<file path="src/rtl/sctd_pkg.sv">
// Shared constants, types and the CRC-8 byte update for the scratchpad decoder.
package sctd_pkg;

  // Frame layout: bytes 0 to 7 feed the CRC, byte 8 carries the received CRC
  localparam int unsigned IdxW       = 4;
  localparam logic [IdxW-1:0] CrcBytes = 4'd8;
  localparam logic [IdxW-1:0] IdxLow   = 4'd0;
  localparam logic [IdxW-1:0] IdxHigh  = 4'd1;

  // 1-Wire CRC-8, x^8+x^5+x^4+1, reflected
  localparam logic [7:0] CrcPoly = 8'h8C;

  // Depth of the queue between the byte front end and the result back end
  localparam int unsigned QueueDepth = 2;

  // One finished frame, handed from the front end to the back end
  typedef struct packed {
    logic [7:0] low_raw;
    logic [7:0] high_raw;
    logic [7:0] crc;
    logic       crc_error;
  } frame_job_t;

  // One byte of the reflected CRC-8: eight shift/xor steps on an 8-bit value
  function automatic logic [7:0] crc8_update(input logic [7:0] crc, input logic [7:0] data);
    logic [7:0] c;
    c = crc ^ data;
    for (int b = 0; b < 8; b++) begin
      if (c[0]) begin
        c = (c >> 1) ^ CrcPoly;
      end else begin
        c = c >> 1;
      end
    end
    return c;
  endfunction

endpackage

</file>
<file path="src/rtl/sctd_in_if.sv">
// Input channel: one scratchpad byte per transfer.
interface sctd_in_if;
  logic       valid;
  logic       ready;
  logic [7:0] data_byte;
  logic       frame_start;

  modport source (output valid, output data_byte, output frame_start, input ready);
  modport sink   (input valid, input data_byte, input frame_start, output ready);
endinterface

</file>
<file path="src/rtl/sctd_out_if.sv">
// Output channel: one decoded scratchpad result per transfer.
interface sctd_out_if;
  logic               valid;
  logic               ready;
  logic signed [11:0] temp_tenths;
  logic               crc_error;
  logic        [7:0]  computed_crc;

  modport source (output valid, output temp_tenths, output crc_error, output computed_crc,
                  input ready);
  modport sink   (input valid, input temp_tenths, input crc_error, input computed_crc,
                  output ready);
endinterface

</file>
<file path="src/rtl/sctd_front.sv">
// Front end: byte counting, running CRC, raw byte capture and frame hand-off.
module sctd_front (
  input  logic                 clk_i,
  input  logic                 rst_ni,
  input  logic                 in_valid_i,
  input  logic [7:0]           data_byte_i,
  input  logic                 frame_start_i,
  output logic                 in_ready_o,
  input  logic                 q_full_i,
  output logic                 push_o,
  output sctd_pkg::frame_job_t job_o
);
  import sctd_pkg::*;

  logic [IdxW-1:0] idx_q, idx_d;
  logic [7:0]      crc_q, crc_d;
  logic [7:0]      low_q, high_q;
  logic [IdxW-1:0] idx_eff;
  logic [7:0]      crc_base;
  logic            accept;
  logic            last_byte;

  // Byte is taken whenever the queue has room for a possible frame result
  assign in_ready_o = !q_full_i;
  assign accept     = in_valid_i && in_ready_o;

  // A frame start restarts the count and the CRC before this byte is used
  assign idx_eff   = frame_start_i ? IdxLow : idx_q;
  assign crc_base  = frame_start_i ? 8'h00 : crc_q;
  assign last_byte = (idx_eff >= CrcBytes);

  // Next count and CRC
  always_comb begin
    idx_d = idx_q;
    crc_d = crc_q;
    if (accept) begin
      if (last_byte) begin
        idx_d = IdxLow;
        crc_d = 8'h00;
      end else begin
        idx_d = idx_eff + IdxW'(1);
        crc_d = crc8_update(crc_base, data_byte_i);
      end
    end
  end

  always_ff @(posedge clk_i or negedge rst_ni) begin
    if (!rst_ni) begin
      idx_q <= IdxLow;
      crc_q <= 8'h00;
    end else begin
      idx_q <= idx_d;
      crc_q <= crc_d;
    end
  end

  // Raw temperature bytes 0 and 1
  always_ff @(posedge clk_i) begin
    if (accept && !last_byte && (idx_eff == IdxLow)) begin
      low_q <= data_byte_i;
    end
    if (accept && !last_byte && (idx_eff == IdxHigh)) begin
      high_q <= data_byte_i;
    end
  end

  // Byte 8 closes the frame and hands it to the queue
  assign push_o          = accept && last_byte;
  assign job_o.low_raw   = low_q;
  assign job_o.high_raw  = high_q;
  assign job_o.crc       = crc_base;
  assign job_o.crc_error = (crc_base != data_byte_i);

endmodule

</file>
<file path="src/rtl/sctd_queue.sv">
// Short register queue of finished frames between front and back end.
module sctd_queue #(
  parameter int unsigned Depth = sctd_pkg::QueueDepth
) (
  input  logic                 clk_i,
  input  logic                 rst_ni,
  input  logic                 push_i,
  input  sctd_pkg::frame_job_t job_i,
  output logic                 full_o,
  input  logic                 pop_i,
  output logic                 empty_o,
  output sctd_pkg::frame_job_t job_o
);
  import sctd_pkg::*;

  localparam int unsigned PtrW = (Depth > 1) ? $clog2(Depth) : 1;
  localparam int unsigned CntW = $clog2(Depth + 1);

  frame_job_t      slot_q [Depth];
  logic [PtrW-1:0] wr_ptr_q, wr_ptr_d;
  logic [PtrW-1:0] rd_ptr_q, rd_ptr_d;
  logic [CntW-1:0] cnt_q, cnt_d;
  logic            do_push;
  logic            do_pop;

  assign full_o  = (cnt_q == CntW'(Depth));
  assign empty_o = (cnt_q == '0);
  assign do_push = push_i && !full_o;
  assign do_pop  = pop_i && !empty_o;
  assign job_o   = slot_q[rd_ptr_q];

  // Pointer and fill count update
  always_comb begin
    wr_ptr_d = wr_ptr_q;
    rd_ptr_d = rd_ptr_q;
    cnt_d    = cnt_q;
    if (do_push) begin
      wr_ptr_d = (wr_ptr_q == PtrW'(Depth - 1)) ? '0 : wr_ptr_q + PtrW'(1);
    end
    if (do_pop) begin
      rd_ptr_d = (rd_ptr_q == PtrW'(Depth - 1)) ? '0 : rd_ptr_q + PtrW'(1);
    end
    if (do_push && !do_pop) begin
      cnt_d = cnt_q + CntW'(1);
    end else if (do_pop && !do_push) begin
      cnt_d = cnt_q - CntW'(1);
    end
  end

  always_ff @(posedge clk_i or negedge rst_ni) begin
    if (!rst_ni) begin
      wr_ptr_q <= '0;
      rd_ptr_q <= '0;
      cnt_q    <= '0;
    end else begin
      wr_ptr_q <= wr_ptr_d;
      rd_ptr_q <= rd_ptr_d;
      cnt_q    <= cnt_d;
    end
  end

  // Slot storage
  always_ff @(posedge clk_i) begin
    if (do_push) begin
      slot_q[wr_ptr_q] <= job_i;
    end
  end

endmodule

</file>
<file path="src/rtl/sctd_back.sv">
// Back end: temperature conversion to tenths and the output register.
module sctd_back (
  input  logic                 clk_i,
  input  logic                 rst_ni,
  input  logic                 q_empty_i,
  input  sctd_pkg::frame_job_t job_i,
  output logic                 pop_o,
  output logic                 out_valid_o,
  input  logic                 out_ready_i,
  output logic signed [11:0]   temp_tenths_o,
  output logic                 crc_error_o,
  output logic [7:0]           computed_crc_o
);
  import sctd_pkg::*;

  logic               valid_q;
  logic signed [11:0] temp_q;
  logic               err_q;
  logic [7:0]         crc_q;
  logic               load;

  logic        neg;
  logic [15:0] raw;
  logic [15:0] mag;
  logic [6:0]  int_part;
  logic [7:0]  frac_x10;
  logic [3:0]  tenths;
  logic [10:0] val;
  logic [11:0] temp_d;

  // Sign-magnitude split, integer part times ten, truncated tenths digit
  always_comb begin
    raw      = {job_i.high_raw, job_i.low_raw};
    neg      = job_i.high_raw[7];
    mag      = neg ? (~raw + 16'd1) : raw;
    int_part = {mag[10:8], mag[7:4]};
    frac_x10 = {1'b0, mag[3:0], 3'b000} + {3'b000, mag[3:0], 1'b0};
    tenths   = frac_x10[7:4];
    val      = {1'b0, int_part, 3'b000} + {3'b000, int_part, 1'b0} + {7'd0, tenths};
    temp_d   = neg ? (12'd0 - {1'b0, val}) : {1'b0, val};
  end

  // Output register refills when empty or when its result is taken
  assign load  = !q_empty_i && (!valid_q || out_ready_i);
  assign pop_o = load;

  always_ff @(posedge clk_i or negedge rst_ni) begin
    if (!rst_ni) begin
      valid_q <= 1'b0;
    end else if (load) begin
      valid_q <= 1'b1;
    end else if (out_ready_i) begin
      valid_q <= 1'b0;
    end
  end

  always_ff @(posedge clk_i) begin
    if (load) begin
      temp_q <= $signed(temp_d);
      err_q  <= job_i.crc_error;
      crc_q  <= job_i.crc;
    end
  end

  assign out_valid_o    = valid_q;
  assign temp_tenths_o  = temp_q;
  assign crc_error_o    = err_q;
  assign computed_crc_o = crc_q;

endmodule

</file>
<file path="src/rtl/scratchpad_crc_temperature_decoder.sv">
// Top level of the temperature scratchpad decoder with CRC-8 check.
//
// Channels: in_i takes one scratchpad byte per transfer (data_byte,
// frame_start); out_o gives one result per nine-byte frame (temp_tenths,
// crc_error, computed_crc). Both use valid/ready; a transfer happens when both
// are high at a rising clock edge.
// Throughput: one byte per cycle while in_i.ready is high, one result every
// nine bytes. The front end updates the CRC with one table-free byte step per
// accepted byte. Result path: byte 8 writes the finished frame into the frame
// queue, then the conversion/output register takes it and raises out_o.valid.
// A byte with frame_start high is byte 0 of a new frame; a partial frame is
// dropped without a result.
// Stall: when out_o.ready is low, up to QDepth finished frames wait in the
// queue and the output register holds its result; in_i.ready falls only when
// the queue is full, so bytes 0 to 7 of the next frame keep flowing meanwhile.
// Reset (rst_ni low, asynchronous): byte count and CRC clear, queue empties,
// no result is valid.
module scratchpad_crc_temperature_decoder #(
  parameter int unsigned QDepth = sctd_pkg::QueueDepth
) (
  input  logic       clk_i,
  input  logic       rst_ni,
  sctd_in_if.sink    in_i,
  sctd_out_if.source out_o
);
  import sctd_pkg::*;

  frame_job_t push_job;
  frame_job_t pop_job;
  logic       push;
  logic       pop;
  logic       q_full;
  logic       q_empty;

  // Front end: accepts and classifies bytes
  sctd_front u_front (
    .clk_i         (clk_i),
    .rst_ni        (rst_ni),
    .in_valid_i    (in_i.valid),
    .data_byte_i   (in_i.data_byte),
    .frame_start_i (in_i.frame_start),
    .in_ready_o    (in_i.ready),
    .q_full_i      (q_full),
    .push_o        (push),
    .job_o         (push_job)
  );

  // Frame queue
  sctd_queue #(
    .Depth (QDepth)
  ) u_queue (
    .clk_i   (clk_i),
    .rst_ni  (rst_ni),
    .push_i  (push),
    .job_i   (push_job),
    .full_o  (q_full),
    .pop_i   (pop),
    .empty_o (q_empty),
    .job_o   (pop_job)
  );

  // Back end: temperature conversion and output
  sctd_back u_back (
    .clk_i          (clk_i),
    .rst_ni         (rst_ni),
    .q_empty_i      (q_empty),
    .job_i          (pop_job),
    .pop_o          (pop),
    .out_valid_o    (out_o.valid),
    .out_ready_i    (out_o.ready),
    .temp_tenths_o  (out_o.temp_tenths),
    .crc_error_o    (out_o.crc_error),
    .computed_crc_o (out_o.computed_crc)
  );

endmodule
</file>
<file path="src/flat_wrapper.sv">
// flat-port wrapper written by rule: the top's interface ports become plain ports
module scratchpad_crc_temperature_decoder_flat import sctd_pkg::*;
#(
  parameter int unsigned QDepth = sctd_pkg::QueueDepth
)
  (clk_i, rst_ni, in_i_valid, in_i_data_byte, in_i_frame_start, in_i_ready, out_o_valid, out_o_temp_tenths, out_o_crc_error, out_o_computed_crc, out_o_ready);
  sctd_in_if in_i_i ();
  sctd_out_if out_o_i ();
  input  logic clk_i;
  input  logic rst_ni;
  input wire logic [$bits(in_i_i.valid)-1:0] in_i_valid;
  input wire logic [$bits(in_i_i.data_byte)-1:0] in_i_data_byte;
  input wire logic [$bits(in_i_i.frame_start)-1:0] in_i_frame_start;
  output wire logic [$bits(in_i_i.ready)-1:0] in_i_ready;
  output wire logic [$bits(out_o_i.valid)-1:0] out_o_valid;
  output wire logic [$bits(out_o_i.temp_tenths)-1:0] out_o_temp_tenths;
  output wire logic [$bits(out_o_i.crc_error)-1:0] out_o_crc_error;
  output wire logic [$bits(out_o_i.computed_crc)-1:0] out_o_computed_crc;
  input wire logic [$bits(out_o_i.ready)-1:0] out_o_ready;
  assign in_i_i.valid = in_i_valid;
  assign in_i_i.data_byte = in_i_data_byte;
  assign in_i_i.frame_start = in_i_frame_start;
  assign in_i_ready = in_i_i.ready;
  assign out_o_valid = out_o_i.valid;
  assign out_o_temp_tenths = out_o_i.temp_tenths;
  assign out_o_crc_error = out_o_i.crc_error;
  assign out_o_computed_crc = out_o_i.computed_crc;
  assign out_o_i.ready = out_o_ready;
  scratchpad_crc_temperature_decoder #(.QDepth(QDepth)) u_core (.clk_i(clk_i), .rst_ni(rst_ni), .in_i(in_i_i), .out_o(out_o_i));
endmodule
</file>
<file path="config.mk">
export PLATFORM = sky130hd
export DESIGN_NAME = scratchpad_crc_temperature_decoder_flat
export DESIGN_NICKNAME = d
export VERILOG_FILES = /design/src/rtl/sctd_pkg.sv /design/src/rtl/sctd_in_if.sv /design/src/rtl/sctd_out_if.sv /design/src/rtl/sctd_front.sv /design/src/rtl/sctd_queue.sv /design/src/rtl/sctd_back.sv /design/src/rtl/scratchpad_crc_temperature_decoder.sv /design/src/flat_wrapper.sv
export SDC_FILE = /design/constraint.sdc
export NUM_CORES = 1
export LEC_CHECK = 0
export ABC_CLOCK_PERIOD_IN_PS = 5900
export BUFFER_PORTS_ARGS = -buffer_cell sky130_fd_sc_hd__buf_4
export CELL_PAD_IN_SITES_DETAIL_PLACEMENT = 1
export CELL_PAD_IN_SITES_GLOBAL_PLACEMENT = 2
export CORE_ASPECT_RATIO = 0.8
export CORE_MARGIN = 10
export CORE_UTILIZATION = 42
export DETAILED_ROUTE_END_ITERATION = 10
export PLACE_DENSITY_LB_ADDON = 0.1
export SLEW_MARGIN = 10
export SYNTH_ARGS = -nofsm -noshare
export SYNTH_HDL_FRONTEND = slang
export SYNTH_SLANG_ARGS = --single-unit
</file>
<file path="constraint.sdc">
create_clock -name clk_i -period 5.9 [get_ports clk_i]
set_input_delay 0.295 -clock clk_i [delete_from_list [all_inputs] [get_ports clk_i]]
set_output_delay 0.295 -clock clk_i [all_outputs]
set_load 0.02 [all_outputs]
</file>
* Word-level counts from Yosys, hierarchy flattened
Memories as Yosys holds them, arrays and structs flattened.
Cells that the tools add are included.
** Storage, ports and cells
- Memories kept :: 1
- Input bits :: 13
- Register bits after elaboration :: 54
- Bits in writable memories :: 50
- Output and inout port bits :: 23
- Logic and storage cells :: 94
** Cells by class
- Equality and inequality tests :: 3
- $add $sub $neg :: 10
- Multiplexer cells :: 36
- Bitwise gates (word level) :: 10
- Magnitude comparators :: 1
- Reductions and logical operators :: 21
** Memories
- u_core.u_queue.slot_q :: depth 2, bits a word 25, rd ports 1, clocked after memory_dff 0, wr ports 1, line sctd_queue.sv:19 : frame_job_t slot_q [Depth];
** Operators by type and width (number)
- 8-bit two-way mux :: 24
- 2-bit NOT with 3-bit output :: 8
- 11-bit two-way mux :: 2
- 1-bit by 11-bit subtractor with 12-bit output, first input constant :: 1
- 10-bit by 8-bit adder with 11-bit output :: 1
- 11-bit by 1-bit adder with 11-bit output, second input constant :: 1
- 11-bit by 4-bit adder with 11-bit output :: 1
- 11-bit NOT :: 1
- 1-bit logical AND :: 10
- 7-bit by 5-bit adder with 8-bit output :: 1
- 4-bit two-way mux :: 2
- 8-bit inequality test :: 1
- 8-bit XOR :: 1
- 1-bit zero test :: 6
- 1-bit two-way mux :: 6
- 4-bit by 1-bit adder with 4-bit output, second input constant :: 1
- 4-bit by 1-bit == test with 1-bit output, second input constant :: 1
- 4-bit greater-or-equal comparator, second input constant :: 1
- 4-bit zero test :: 1
- 2-bit two-way mux :: 2
- 2-bit nonzero test :: 2
- 1-bit adder, second input constant :: 2
- 2-bit by 1-bit adder with 2-bit output, second input constant :: 1
- 2-bit == test, second input constant :: 1
- other kinds (3) :: 3

* Depth between registers and ports, before layout
Gate-level depths: netlist of the first run.
- Depth after elaboration :: 33
- Depth in mapped cells :: 21
- Depth with buffers taken out :: 19

* Modules after synthesis
From an unflattened synthesis of the first run, not the netlist that was laid out.
** Unflattened totals
- Cell total of the unflattened synthesis :: 387
- Area total of the unflattened synthesis :: 5246.3 sq um
** Modules (own cells, without submodules)
- sctd_queue :: cells each 97, area each 2102.0 sq um, times used 1, sequential area each 1601.5 sq um
- sctd_back :: cells each 153, area each 1626.6 sq um, times used 1, sequential area each 655.6 sq um
- sctd_front :: cells each 137, area each 1517.7 sq um, times used 1, sequential area each 780.7 sq um

* Least setup slack after synthesis of the first run
No wires, ideal clock.
- Kind :: flip-flop to flip-flop
- From :: register u_core.u_queue.rd_ptr_q
- To :: register u_core.u_back.temp_q[9], in the netlist u_core.u_back.temp_tenths_o[9] (data pin)
- Library setup time :: 264 ps
- Cell stages (with the launch flop) :: 20
- Buffers on the path :: 3
- Arrival time :: 4944 ps
- Path slack :: 691 ps
- Path through :: dfrtp_1 buf_6 buf_2 buf_1 mux2i_1 ha_1 nor2_1 xor2_1 nand2b_1 fa_1 or3_1 fa_1 inv_1 fa_1 xnor2_1 nand4_1 or3_1 nor3b_1 nor2_1 xnor2_1
** On the way
- Cells in the longest elaborated chain, start to end :: 8
- Elaborated cells between the ends (all ways) :: 9
** Ends and longest elaborated chain
- from (decl) :: line sctd_queue.sv:21 : logic [PtrW-1:0] rd_ptr_q, rd_ptr_d;
- from (signal assigned) :: line sctd_queue.sv:57 : rd_ptr_q <= rd_ptr_d;
- memory 2 x 25 bit *
- 11-bit NOT :: line sctd_back.sv:35 : mag = neg ? (~raw + 16'd1) : raw;
- 11-bit by 1-bit adder with 11-bit output :: line sctd_back.sv:35
- 11-bit two-way mux :: line sctd_back.sv:35
- 10-bit by 8-bit adder with 11-bit output or 7-bit by 5-bit adder with 8-bit output (tied branches) :: line sctd_back.sv:39, sctd_back.sv:37
- 11-bit by 4-bit adder with 11-bit output :: line sctd_back.sv:39 : val = {1'b0, int_part, 3'b000} + {3'b000, int_part, 1'b0} + {7'd0, tenths};
- 1-bit by 11-bit subtractor with 12-bit output :: line sctd_back.sv:40 : temp_d = neg ? (12'd0 - {1'b0, val}) : {1'b0, val};
- 11-bit two-way mux * :: line sctd_back.sv:40
- via u_core.u_back.temp_d[9] :: line sctd_back.sv:29 : logic [11:0] temp_d;
- to (signal assigned) :: line sctd_back.sv:59 : temp_q <= $signed(temp_d);
- to (decl) :: line sctd_back.sv:17 : logic signed [11:0] temp_q;
The timed path passes the listed nets; every way through them passes the cells marked *.
A chain may end at the register's enable or synchronous reset.

* Final worst setup path of the first run
Ends and elaborated chain as after synthesis.

==> results of run 1 <==
[state kept, by name (all words and copies together) (netlist names), 2 cells and up]
| register | flops |
|---|---|
| u_core.u_front.crc_q | 8 |
| u_core.u_queue.slot_q | 42 |
| u_core.u_front.high_q | 4 |
| u_core.u_front.idx_q | 4 |
| u_core.u_back.temp_tenths_o | 12 |
| u_core.u_queue.cnt_q | 2 |
| u_core.u_front.low_q | 8 |
| u_core.u_back.computed_crc_o | 8 |
[worst max-delay path by stage]
stage / depth (start not counted) / start / slack [ns] / endpoint
after detailed placement: 17 / u_core.u_queue.rd_ptr_q$_DFFE_PN0P_ / 0.68 / u_core.u_back.temp_tenths_o[9]$_DFFE_PP_
after global routing: 17 / u_core.u_queue.rd_ptr_q$_DFFE_PN0P_ / 0.34 / u_core.u_back.temp_tenths_o[9]$_DFFE_PP_
after floorplan: 19 / u_core.u_queue.rd_ptr_q$_DFFE_PN0P_ / 0.69 / u_core.u_back.temp_tenths_o[9]$_DFFE_PP_
after CTS: 17 / u_core.u_queue.rd_ptr_q$_DFFE_PN0P_ / 0.66 / u_core.u_back.temp_tenths_o[9]$_DFFE_PP_
after global placement: 17 / u_core.u_queue.rd_ptr_q$_DFFE_PN0P_ / 0.91 / u_core.u_back.temp_tenths_o[9]$_DFFE_PP_
final: 17 / u_core.u_queue.rd_ptr_q$_DFFE_PN0P_ / 0.73 / u_core.u_back.temp_tenths_o[9]$_DFFE_PP_
[cells by family after synthesis]
logic type | synth area share, %
AO/OA/AOI/OAI | 6.41
XOR/XNOR | 9.82
adder cells (fa/ha/maj) | 6.82
buffers and inverters | 1.84
flip-flops | 58.9
multiplexers | 4.92
AND/OR/NAND/NOR | 11.3
[cells in the mapped netlist (3+ instances only)]
master and number:
o21ai_0 17, dfrtp_1 17, ha_1 20, fa_1 3, a21oi_1 9, xor2_1 20, nor2b_1 9, nor2_1 24
nand4_1 3, mux2i_1 10, nand2b_1 8, xnor2_1 31, mux2_2 11, and3_1 3, inv_1 12, edfxtp_1 75
nand2_1 24, o31ai_1 5, nor3_1 11, clkbuf_1 4
[repair_timing]
action,4_1_cts,5_1_grt
gates resized for setup,0,0
hold buffers,1,0
endpoints found under the hold margin,17,0
buffers inserted,0,0
[per-layer routing]
layer | routed length, um | up-vias | track usage [%]
met1 | 5250 | 1407 | 19.3
met2 | 4600 | 34 | 21.3
met4 | 154 | 0 | 4.04
met5 | 0 | - | 0
li1 | - | 1347 | -
met3 | 350 | 10 | 3.98
[worst register-to-register path: stages (launching register included)]
cell and delay, ns:
dfrtp_1 0.46, mux2_2 0.39, inv_1 0.07, ha_1 0.22, nor2_1 0.08, xor2_1 0.20, nand2b_1 0.19, fa_1 0.41
or3_1 0.42, fa_1 0.51, inv_1 0.07, fa_1 0.45, xnor2_1 0.31, nand4_1 0.18, or3_1 0.44, nor3b_1 0.31
nor2_1 0.09, xnor2_1 0.13
[report_power, final]
group | internal, mW | switching (mW)
logic | 0.705 | 0.954
registers | 0.946 | 0.0723
clock network | 0.330 | 0.254
[through the flow]
| stage | util (%) | hold WS (ns) | setup slack (ns) | power (mW) |
|---|---|---|---|---|
| after global placement | 47.8 | 0.184 | 0.913 | 2.67 |
| after detailed placement | 47.8 | 0.187 | 0.683 | 2.70 |
| after CTS | 50.8 | 0.141 | 0.664 | 3.30 |
| after global routing | 50.8 | 0.139 | 0.343 | 3.55 |
| final | 50.8 | 0.151 | 0.732 | 3.26 |
| after floorplan | - | -0.000591 | 0.691 | 2.28 |
[final cells by class]
| class | instances | area share, % |
|---|---|---|
| Tap cell | 140 | 3.32 |
| Inverter | 12 | 0.852 |
| Multi-Input combinational cell | 238 | 33.9 |
| Clock buffer | 9 | 4.26 |
| Timing Repair Buffer | 39 | 5.59 |
| Sequential cell | 92 | 50.7 |
| Clock inverter | 7 | 1.37 |
==> reports/qor.yml, run 1 <==
timing:
  fin_crit_sh_pct: 87.6
  worstMarginPinSlew_ns: 1.11
  min_period_ns: 5.17
  drv_slew: 0
  setup_tns_ns: 0
  finalSetupViolCount: 0
  rsz0062_at_grt: "false"
  fmax_ghz: 0.194
  hold_viol_final: 0
  finClkSkew_ns: 0.00781
  relSlewSlack_pct: 26.2
routing:
  routed_wl_mm: 10.4
  drc_errors: 0
  via_per_inst: 5.21
  routedWlPerCell_um: 19.3
  ant_nets: 0
  drtPass1Iterations: 4
  via_count: 2798
  dr.first_iter.drc_count: 191
run:
  maxCapViolCount: 0
critical_path:
  critPathKind: "register to register"
  crit_required_ns: 5.99
  path_max_fanout: 5
  cp_common_cell: "fa_1"
  critPathBufInv: 2
  critPathArrivalTime_ns: 5.26
  end_kind: "register"
  rrSetupSlack_ns: 0.73
  slowest_stage: "fa_1"
  startpoint_type: "register"
  path_cells: "mux2_2, inv_1, ha_1, nor2_1, xor2_1, nand2b_1, fa_1, or3_1, fa_1, inv_1, fa_1, xnor2_1, nand4_1, or3_1, nor3b_1, nor2_1, xnor2_1"
  r2r-start: "u_core.u_queue.rd_ptr_q$_DFFE_PN0P_"
  critPathMaxStageDelay_ns: 0.51
  reg2regPathDepth: 17
  r2r_end: "u_core.u_back.temp_tenths_o[9]$_DFFE_PP_"
  cp_top_family: "simple AND/OR/NAND/NOR gates"
global_routing:
  overflow: 0
  antenna_found_initial: 0
  grt_usage_pct: 14.1
  grt_max_degree: 32
  grt_pass1_wl_mm: 17.1
  grt_pass1_vias: 3112
placed_design:
  port_buffers: 35
  gp_congestion: 0.755
  dp_cells: 520
  placed_area_um2: 4980
  hpwl_mm: 7.65
finish:
  diodes: 0
  final-seq-area_um2: 2680
  syn2layout_area_growth_pct: 16.1
  final_cell_mix: "75 x edfxtp_1, 38 x buf_4, 31 x xnor2_1"
  fillers: 1074
  multi_input_area_um2: 1790
  drive_above_1_share_pct: 17.6
  layoutNonFillerInstCount: 537
  layout_commonest_cell: "edfxtp_1"
  fin_area_um2: 5280
  fin_nets: 428
cts:
  cts_buffers: 9
  cts_root_buffer: "clkbuf_16"
  cts_buffer_depth: 2
  clkSinkCount: 92
  clock_latency_ns: 0.34
  h-tree-depth: 3
  cts_tree: "done"
  clkTransAtPathRegs_ns: 0.07
die:
  fp.dieW_um: 136
  coreArea_um2: 10400
  dieHeight_um: 113
  dieArea_um2: 15400
  placementRows: 33
  initial_core_util_pct: 43.7
  num_io_pins: 36
synth:
  synth_edf_count: 75
  ys.flop_type: "edfxtp_1"
  ys_seq_elements: 92
  ys_async_sr_fraction_pct: 18.5
  yosys-top-cells-area: "edfxtp_1 50%, dfrtp_1 9.4%, xnor2_1 6.0%"
  syn_inst: 350
  yosysTopAreaCell: "edfxtp_1"
  ys_warn_count: 0
  synth.distinct_cells: 48
  ys_seq_area_share_pct: 58.9
  synthesis.nets: 386
  syn_area_um2: 4550
  synth_top_area_share_pct: 49.5
  avgSynthCellArea_um2: 13.0
hold_path:
  hp-class: "input pin to register"
  hold_end: "u_core.u_front.low_q[6]$_DFFE_PP_"
  min_from: "in_i_data_byte[6]"
  whs_path_depth: 1
power_and_ir_drop:
  p_leak_nw: 2.06
  ir_drop_mv: 0.263
  power-per-cell-area_nw_per_um2: 617
status:
  status: "finished, final reports clean"
(Power assumes the default switching activity.)
==> run 2, diff against run 1 <==
Settings changed: BUFFER_PORTS_ARGS -buffer_cell sky130_fd_sc_hd__buf_4 to -buffer_cell sky130_fd_sc_hd__buf_2.
==> run 2 against run 1 <==
- die area is the same
- count of clock-buffer cells in the layout grew 2
- sequential power is essentially flat
- clock skew shrank 0.0043 ns
- largest power group unchanged
==> reports/qor.yml, run 2 (synthesized netlist as in run 1, its figures left out) <==
hold_path:
  hp-class: "input pin to register"  # unchanged
  whs_path_depth: 1  # unchanged
  min_from: "in_i_data_byte[6]"  # unchanged
  hold_end: "u_core.u_front.low_q[6]$_DFFE_PP_"  # unchanged
cts:
  post-cts-setup-buffers: 0  # unchanged
  clock_latency_ns: 0.34  # about the same
  cts_buffer_depth: 2  # unchanged
  h-tree-depth: 3  # unchanged
  clkSinkCount: 92  # unchanged
  cts_tree: "done"  # unchanged
  cts_buffers: 9  # unchanged
  clkTransAtPathRegs_ns: 0.06  # was 0.07 ns
  cts_hold_buffers: 1  # unchanged
  cts_root_buffer: "clkbuf_16"  # unchanged
  ctsResizeCount: 0  # unchanged
power_and_ir_drop:
  ir_drop_mv: 0.379  # was 0.263 mV
  finalPower_mw: 3.16  # was 3.26 mW
  p_sw_share_pct: 40.1  # was 39.2%
  p_switching_mw: 1.27  # was 1.28 mW
  p_leak_nw: 2.01  # was 2.06 nW
  pwr-share-seq_pct: 32.0  # was 31.2%
  power_frac_clock_pct: 16.4  # was 17.9%
  power-per-cell-area_nw_per_um2: 613  # was 617 nW/um2
  p_int_mw: 1.90  # was 1.98 mW
  combPwrFrac_pct: 51.6  # was 50.9%
routing:
  routedWlPerCell_um: 18.8  # was 19.3 um
  via_per_inst: 5.21  # about the same
  routed_wl_mm: 10.1  # was 10.4 mm
  dr.first_iter.drc_count: 152  # was 191
  via_count: 2796  # was 2798
  drc_errors: 0  # unchanged
  drtPass1Iterations: 4  # unchanged
  ant_nets: 0  # unchanged
finish:
  final_cell_mix: "75 x edfxtp_1, 35 x buf_2, 31 x xnor2_1"  # was 75 x edfxtp_1, 38 x buf_4, 31 x xnor2_1
  regMostFlops: "u_core.u_queue.slot_q"  # unchanged
  fin_util_pct: 49.6  # was 50.8%
  fin_nets: 428  # unchanged
  fillers: 1122  # was 1074
  layoutNonFillerInstCount: 537  # unchanged
  layout_commonest_cell: "edfxtp_1"  # unchanged
  syn2layout_area_growth_pct: 13.4  # was 16.1%
  fin_area_um2: 5160  # was 5280 um2
  diodes: 0  # unchanged
  drive_above_1_share_pct: 17.4  # was 17.6%
  largest_register_ffs: 42  # unchanged
global_routing:
  grt_pass1_wl_mm: 16.7  # was 17.1 mm
  grt_pass1_vias: 2994  # was 3112
  overflow: 0  # unchanged
  antenna_found_initial: 0  # unchanged
  grt_max_degree: 32  # unchanged
  grt_usage_pct: 14.0  # was 14.1%
timing:
  fmax_ghz: 0.195  # was 0.194 GHz
  drv_slew: 0  # unchanged
  setup_ws_ns: 0.770  # was 0.732 ns
  relSlewSlack_pct: 28.8  # was 26.2%
  worst_hold_slack_ns: 0.181  # was 0.151 ns
  worstMarginPinSlew_ns: 1.07  # was 1.11 ns
  setup_tns_ns: 0  # unchanged
  finalSetupViolCount: 0  # unchanged
  finClkSkew_ns: 0.00354  # was 0.00781 ns
  min_period_ns: 5.13  # was 5.17 ns
  rsz0062_at_grt: "false"  # unchanged
  fin_crit_sh_pct: 86.9  # was 87.6%
  hold_viol_final: 0  # unchanged
die:
  initial_core_util_pct: 43.7  # unchanged
  dieHeight_um: 113  # unchanged
  fp.dieW_um: 136  # unchanged
  placementRows: 33  # unchanged
  coreArea_um2: 10400  # unchanged
  dieArea_um2: 15400  # unchanged
  num_io_pins: 36  # unchanged
critical_path:
  r2r-start: "u_core.u_queue.rd_ptr_q$_DFFE_PN0P_"  # unchanged
  path_max_fanout: 5  # unchanged
  crit_required_ns: 5.98  # was 5.99 ns
  r2r_end: "u_core.u_back.temp_tenths_o[9]$_DFFE_PP_"  # unchanged
  reg2regPathDepth: 17  # unchanged
  startpoint_type: "register"  # unchanged
  end_kind: "register"  # unchanged
  critPathArrivalTime_ns: 5.21  # was 5.26 ns
  rrSetupSlack_ns: 0.77  # was 0.73 ns
  critPathKind: "register to register"  # unchanged
placed_design:
  pre_cts_slack_ns: 0.799  # was 0.683 ns
  dp_cells: 520  # unchanged
  gp_congestion: 0.765  # was 0.755
  hpwl_mm: 7.33  # was 7.65 mm
  port_buffers: 35  # unchanged
  placed_area_um2: 4890  # was 4980 um2
status:
  status: "finished, final reports clean"  # unchanged
run:
  maxCapViolCount: 0  # unchanged
## run 2: cell count changes in the layout (fill, tap and decap cells not counted)
cell        previous run  this run
buf_2                  0        35
buf_4                 38         3
clkbuf_1               0         2
clkinv_2               1         3
inv_6                  2         0
bufinv_16              1         0
clkinv_1               1         0
clkinv_4               1         0
clkinvlp_4             1         2
## run 2: final cells by class
cell class | instances | area [um2] | share of cell area [%]
clock buffers | 11 | 233 | 4.51
well taps | 140 | 175 | 3.39
repair buffers | 39 | 208 | 4.02
inverters | 12 | 45.0 | 0.873
multi-input cells | 238 | 1790 | 34.7
clock inverters | 5 | 30.0 | 0.582
flip-flops and latches | 92 | 2680 | 51.9
## run 2: power groups by stage
stage / Combinational [mW] / Sequential, mW / Clock [mW]
after floorplan: 1.18 / 1.09 / 0
after global placement: 1.61 / 1.02 / 0
after detailed placement: 1.63 / 1.02 / 0
after CTS: 1.65 / 1.01 / 0.538
after global routing: 1.85 / 1.03 / 0.565
final: 1.63 / 1.01 / 0.518
## run 2: critical path, cell delays in order, from the launching register on
cell      delay, ns
dfrtp_1        0.45
mux2_2         0.39
inv_1          0.06
ha_1           0.21
nor2_1         0.08
xor2_1         0.19
nand2b_1       0.18
fa_1           0.39
or3_1          0.42
fa_1           0.52
inv_1          0.07
fa_1           0.46
xnor2_1        0.32
nand4_1        0.20
or3_1          0.44
nor3b_1        0.29
nor2_1         0.09
xnor2_1        0.13
## run 2: metal layers
layer | vias up | routed length, um | global-route usage [%] | share of wire (%)
met5 | - | 0 | 0 | 0
li1 | 1350 | - | - | -
met1 | 1388 | 5150 | 19.9 | 51
met2 | 47 | 4410 | 20.3 | 44
met4 | 0 | 119 | 3.83 | 1.2
met3 | 11 | 429 | 3.93 | 4.2
## run 2: how the worst max path moves through the flow
| stage | from | to | cells after the start |
|---|---|---|---|
| after detailed placement | u_core.u_queue.rd_ptr_q$_DFFE_PN0P_ | u_core.u_back.temp_tenths_o[9]$_DFFE_PP_ | 17 |
| after global routing | u_core.u_queue.rd_ptr_q$_DFFE_PN0P_ | u_core.u_back.temp_tenths_o[9]$_DFFE_PP_ | 17 |
| after global placement | u_core.u_queue.rd_ptr_q$_DFFE_PN0P_ | u_core.u_back.temp_tenths_o[9]$_DFFE_PP_ | 17 |
| after floorplan | u_core.u_queue.rd_ptr_q$_DFFE_PN0P_ | u_core.u_back.temp_tenths_o[9]$_DFFE_PP_ | 19 |
| final | u_core.u_queue.rd_ptr_q$_DFFE_PN0P_ | u_core.u_back.temp_tenths_o[9]$_DFFE_PP_ | 17 |
| after CTS | u_core.u_queue.rd_ptr_q$_DFFE_PN0P_ | u_core.u_back.temp_tenths_o[9]$_DFFE_PP_ | 17 |
